$ cat src/hw/rtl/afp_pkg.sv
// ----------------------------------------------------------------------------
// afp_pkg: shared constants and helpers for the airfoil point classifier
// Widths of the coordinate path, divider and square-root pipelines, the
// register index codes and the thickness polynomial coefficients.
// ----------------------------------------------------------------------------
package afp_pkg;

	// coordinate format, signed Q16.16
	localparam int COORD_WIDTH = 32;
	localparam int CFG_W       = (COORD_WIDTH > 31) ? COORD_WIDTH : 31;
	localparam int IN_W        = ((2 * COORD_WIDTH + 7) / 8) * 8;
	localparam int OUT_W       = 8;
	localparam int REG_IDX_W   = 3;

	// register index codes
	typedef enum logic [REG_IDX_W-1:0] {
		REG_MAX_CAMBER  = 3'd0,
		REG_CAMBER_POS  = 3'd1,
		REG_THICKNESS   = 3'd2,
		REG_ORIGIN_X    = 3'd3,
		REG_ORIGIN_Y    = 3'd4,
		REG_CHORD       = 3'd5,
		REG_COS_ANGLE   = 3'd6,
		REG_SIN_ANGLE   = 3'd7
	} reg_idx_t;

	// Q0.30 fraction
	localparam int Q30_FRAC = 30;
	localparam int Q30_W    = Q30_FRAC + 1;
	localparam logic [Q30_W-1:0] ONE_Q30 = Q30_W'(64'd1 << Q30_FRAC);

	// restoring divider: one setup step plus Q30_FRAC shift steps
	localparam int DIV_W    = 62;
	localparam int DIV_QW   = Q30_W;
	localparam int DIV_BITS = Q30_FRAC;
	localparam int DIV_SPS  = 2;
	localparam int DIV_ST   = (DIV_BITS + 1 + DIV_SPS - 1) / DIV_SPS;

	// digit-by-digit square root of x * 2^30
	localparam int SQ_VW    = 64;
	localparam int SQ_RW    = 35;
	localparam int SQ_ROOTW = SQ_VW / 2;
	localparam int SQ_SPS   = 2;
	localparam int SQ_ST    = SQ_ROOTW / SQ_SPS;

	// thickness polynomial coefficients, round(k * 2^30)
	localparam logic [Q30_W-1:0] K_SQRT = Q30_W'(318793948);
	localparam logic [Q30_W-1:0] K_LIN  = Q30_W'(135291470);
	localparam logic [Q30_W-1:0] K_SQ   = Q30_W'(377527625);
	localparam logic [Q30_W-1:0] K_CUBE = Q30_W'(305264801);
	localparam logic [Q30_W-1:0] K_QUAD = Q30_W'(108984795);

	// floor(a * b / 2^30), result known to fit Q0.30 plus the integer bit
	function automatic logic [Q30_W-1:0] mul_q30(input logic [Q30_W-1:0] a,
			input logic [Q30_W-1:0] b);
		logic [2*Q30_W-1:0] p;
		p = a * b;
		return p[Q30_FRAC+Q30_W-1:Q30_FRAC];
	endfunction

endpackage

$ cat src/hw/rtl/afp_sqrt.sv
// ----------------------------------------------------------------------------
// afp_sqrt: pipelined integer square root
// Returns floor(sqrt(rad * 2^30)) by the digit-by-digit method, two root
// bits per stage. Every stage advances on the shared enable.
// ----------------------------------------------------------------------------
module afp_sqrt (
	input  logic                        clk,
	input  logic                        en,
	input  logic [afp_pkg::Q30_W-1:0]   rad,
	output logic [afp_pkg::Q30_W-1:0]   root
);
	import afp_pkg::*;

	logic [Q30_W-1:0]    rad_s  [SQ_ST];
	logic [SQ_RW-1:0]    rem_s  [SQ_ST];
	logic [SQ_ROOTW-1:0] rt_s   [SQ_ST];
	logic [Q30_W-1:0]    rad_in [SQ_ST];
	logic [SQ_RW-1:0]    rem_in [SQ_ST];
	logic [SQ_ROOTW-1:0] rt_in  [SQ_ST];
	logic [SQ_RW-1:0]    rem_n  [SQ_ST];
	logic [SQ_ROOTW-1:0] rt_n   [SQ_ST];

	assign rad_in[0] = rad;
	assign rem_in[0] = '0;
	assign rt_in[0]  = '0;

	generate
		for (genvar j = 0; j < SQ_ST; j++) begin : g_st
			if (j > 0) begin : g_link
				assign rad_in[j] = rad_s[j-1];
				assign rem_in[j] = rem_s[j-1];
				assign rt_in[j]  = rt_s[j-1];
			end

			// bring down two radicand bits, try root*4+1
			always_comb begin : step
				logic [SQ_VW-1:0]    vv;
				logic [SQ_RW-1:0]    rm;
				logic [SQ_RW-1:0]    trial;
				logic [SQ_ROOTW-1:0] rt;
				int                  i;
				vv = SQ_VW'({rad_in[j], {Q30_FRAC{1'b0}}});
				rm = rem_in[j];
				rt = rt_in[j];
				for (int k = 0; k < SQ_SPS; k++) begin
					i = j * SQ_SPS + k;
					rm = {rm[SQ_RW-3:0], vv[SQ_VW-1-2*i -: 2]};
					trial = SQ_RW'({rt, 2'b01});
					if (rm >= trial) begin
						rm = rm - trial;
						rt = {rt[SQ_ROOTW-2:0], 1'b1};
					end else begin
						rt = {rt[SQ_ROOTW-2:0], 1'b0};
					end
				end
				rem_n[j] = rm;
				rt_n[j]  = rt;
			end

			always_ff @(posedge clk) begin
				if (en) begin
					rad_s[j] <= rad_in[j];
					rem_s[j] <= rem_n[j];
					rt_s[j]  <= rt_n[j];
				end
			end
		end
	endgenerate

	assign root = rt_s[SQ_ST-1][Q30_W-1:0];

endmodule
$ cat config.mk
export PLATFORM = sky130hd
export DESIGN_NAME = afp_sqrt
export DESIGN_NICKNAME = d
export VERILOG_FILES = /design/src/hw/rtl/afp_pkg.sv /design/src/hw/rtl/afp_sqrt.sv
export SDC_FILE = /design/constraint.sdc
export NUM_CORES = 2
export LEC_CHECK = 0
export ABC_AREA = 0
export BUFFER_PORTS_ARGS = -buffer_cell sky130_fd_sc_hd__buf_2
export CAP_MARGIN = 20
export CORE_MARGIN = 2
export CORE_UTILIZATION = 31
export CTS_CLUSTER_SIZE = 30
export DETAILED_ROUTE_END_ITERATION = 8
export GPL_ROUTABILITY_DRIVEN = 0
export PLACE_DENSITY = 0.43
export SLEW_MARGIN = 20
export SYNTH_ARGS = -nofsm -noshare
export SYNTH_HDL_FRONTEND = slang
export SYNTH_SLANG_ARGS = --single-unit
export TNS_END_PERCENT = 1
$ cat constraint.sdc
create_clock -name clk -period 7.12 [get_ports clk]
set_clock_uncertainty 0.05 [all_clocks]
set_input_delay 0.356 -clock clk [delete_from_list [all_inputs] [get_ports clk]]
set_output_delay 0.356 -clock clk [all_outputs]
set_load 0.02 [all_outputs]
==> impl_results.md <==
- Grt total ovfl: 0
- Mean Syn Cell Area: roughly 9.6 sq um
- Clock slew at reported path FFs: 60 ps
- Total wire length: 183000 microns
- Final setup violation count: 0
- Critical path fanouts, max: 27
- Commonest cells after routing, fill and taps aside: edfxtp_1 (840), nor2_1 (544), nand2_1 (507), ha_1 (495), a21oi_1 (493)
- Die Ht: roughly 460 microns
- Clk_lat worst skew: 740 ps
- Fmax: 150 MHz
- GRT Overall Usage: about 17%
- PnR worst setup slack: 462 ps
- DR WL met2: between 80000 and 90000 microns
- Number of synthesized flops with an enable pin: 840
- CTS max path bufs: 3
- Critical path's top delay family: compound AO/OA/AOI/OAI gates
- Worst EP arrival: 7070 ps
- WL/cell: approximately 19 microns
- Commonest non-fill, non-tap cell in the layout: edfxtp_1
- Number of global-route vias before repair: around 51000
- Peak VDD IR: approximately 0.00020 V
- Syn Nets: slightly above 7000
- Ys Warns: 0
- CP Buf/Inv Count: 6
- Placement Setup Slack: -273 ps
- Post-synth top area share: a little under 40%
- Final Critical Period: 6660 ps
- Sequential area share after synthesis: 39.3%
- Placement Rows: about 170
- Worst Setup Start Kind: flip-flop
- Worst-Margin Slew: roughly 1000 ps
- First-pass GRT wire length: approximately 290000 microns
- Required time worst endpoint: 7540 ps
- TritonRoute pass-1 iters: 5
- CTS H-tree lvls: 3
- Slowest-stage cell, CP: edfxtp_1
- Power Density: 336 nW/um^2
- Non-Filler Instances: between 9000 and 10000
- Cell Area, Synth: 64200 sq um
- Initial antenna violation count: 7
- Uppermost layer routed: met4
- LEAKAGE: 27.9 nW
- CTS buffer count: 105
- Placed wire-length estimate: ~140000 microns
- Layout filler cell count: approximately 21000
- Seq cells post-synth: between 800 and 900
- Detailed router's first-iteration violation count: between 3000 and 4000
- Max-cap violations: 0
- Largest net degree at the start of global routing: 156
- Area grow syn2layout: 12.9%
- Cell accounting for the most synthesized area: edfxtp_1
- Largest cells by area after synthesis: edfxtp_1 (39%), ha_1 (9.7%), xnor2_1 (5.6%)
- Nets: about 7400
- Synth cell types: approximately 100
- Crit share post-route: 93.5%
- Tightest Hold Check Type: in -> reg
- Slowest stage delay, CP: about 450 ps
- Vias per cell: roughly 5.2
- Met3 wire length: ~5600 microns
- Routed vias: 50737
- Residual DRC: 0
- TritonCTS clock tree: built
- Max Slew Vio Count: 0
- Root Driver: clkbuf_16
- Initial Util: a little under a third
- Clock sinks: 840
- CP endpoint kind: flip-flop
- Port bufs: 63
- Async set-reset flop share out of synthesis: 0%
- Placed Cells incl. Taps: roughly 9400
- Slew HR: between 30% and 40%
- Core Area: between 200000 and 250000 sq um
- Layout cell share with drive strength beyond 1: 9.38%
- Antenna-violating nets left: 0
- Syn Inst Count: approximately 6700
- I/O pin count: 64
- Hold_ws: approximately 140 ps
- Die width: around 460 microns
- WS Path Type: reg -> reg
- Die footprint: 211000 sq um
- Final hold vios: 0
- Status: completed
- Routed length on met1: about 83000 microns
- Ys flop type: edfxtp_1
[cells in the mapped netlist (15+ instances only)]
cell type  number
ha_1          495
or4_1          45
edfxtp_1      840
o31ai_1        50
nand2b_1       71
o21bai_1       42
nand3_1       176
o31a_1         25
o211ai_1       47
nand3b_1       27
a211o_1        21
nand4b_1       19
a21oi_1       493
xor2_1        246
nor2b_1        74
or3_1          74
inv_1         399
a21boi_0       18
a31o_2         19
and3_1         61
nor4b_1        27
a22oi_1        18
mux2i_1        28
and4_1         18
xnor2_1       412
nor4_1        104
o41ai_1        17
mux2_2        158
buf_1          17
nand4_1        68
o2111ai_1      24
a31oi_1        55
nor3_1        182
or2_2          50
o21a_1        100
nor3b_1        22
nand2_1       507
o21ai_0       370
and2_1         43
o211a_1        15
clkbuf_1      134
a21o_1        224
a211oi_1       65
nor2_1        545
a2111oi_0      22
[logic make-up (layout without fill, tap and decap cells)]
family	after synthesis	after routing	share of synthesized area (%)
other	1	4	0.00584
AOI/OAI and AO/OA	1778	1778	18.0
xor gates and xnor gates	658	658	8.98
muxes	186	186	3.21
and+or+nand+nor	2154	2154	16.9
DFF	840	840	39.3
buffers and inverters	578	854	3.46
adders and majority gates	509	509	10.1
[routing by layer]
metal,track usage [%],up-vias
met3,1.85,209
met5,0,-
met1,22.0,24298
met4,3.84,0
li1,-,25426
met2,30.2,804
[registers in the layout (all words and copies together), names as in the netlist]
signal  count
rem_s     464
rad_s     135
rt_s      241
[stage by stage]
stage	total power [mW]	cell area (sq um)	utilization [%]	TNS (ps)
after floorplan	15.9	64200	-	0
after global placement	18.9	68500	33.4	-4020
after detailed placement	18.9	68500	33.4	-6120
after CTS	24.5	72300	35.2	-242
after global routing	26.2	72400	35.3	-1.07
final	24.3	72400	35.3	0
[worst reg2reg max path, stage by stage (launching register included)]
cell and delay (ps):
edfxtp_1 450, inv_1 160, ha_1 250, a21oi_1 220, nor2_1 100, a211oi_1 400
o21ai_1 170, nand4_1 200, a2111oi_2 100, buf_4 150, nor3_2 190, inv_2 110
buf_4 220, ha_1 220, fa_1 440, a211o_1 300, a21oi_1 220, o21ai_0 190
a41oi_1 260, a211o_1 220, nand2b_1 170, o21ai_0 220, o221ai_2 240, nand4_1 200
nor4_4 290, buf_12 220, inv_1 150, mux2_2 290
[layout make-up]
class | instances | area, sq um | area share (%)
multi-input cells | 5286 | 36900 | 50.9
flip-flops and latches | 840 | 25200 | 34.8
clock buffers | 124 | 2760 | 3.81
diodes | 3 | 7.51 | 0.0104
inverters | 406 | 1520 | 2.10
well taps | 2688 | 3360 | 4.64
repair buffers | 250 | 1950 | 2.69
clock inverters | 74 | 738 | 1.02
[report_power, final]
part	internal (mW)	switching (mW)	total, mW
sequential	6.79	0.885	7.67
clock	3.21	2.23	5.43
combinational	4.93	6.30	11.2
total	14.9	9.41	24.3
[final timing paths]
path                          start                 endpoint  slack, ps  depth (start not counted)
max          rt_s[1][129]$_DFFE_PP_  rem_s[1][196]$_DFFE_PP_        460                         27
min                              en    rad_s[0][6]$_DFFE_PP_        140                          1
max reg2reg  rt_s[1][129]$_DFFE_PP_  rem_s[1][196]$_DFFE_PP_        460                         27
min reg2reg  rad_s[0][93]$_DFFE_PP_  rad_s[0][124]$_DFFE_PP_        360                          0
[what timing repair did]
item	CTS	global route
buffers inserted	0	2
hold buffers	31	0
resized for setup	2	14
endpoints found under the hold margin	31	0
setup endpoints to repair	34	112
pin swaps	0	5
cloned	0	0
Power figures use the tool's default switching activity.
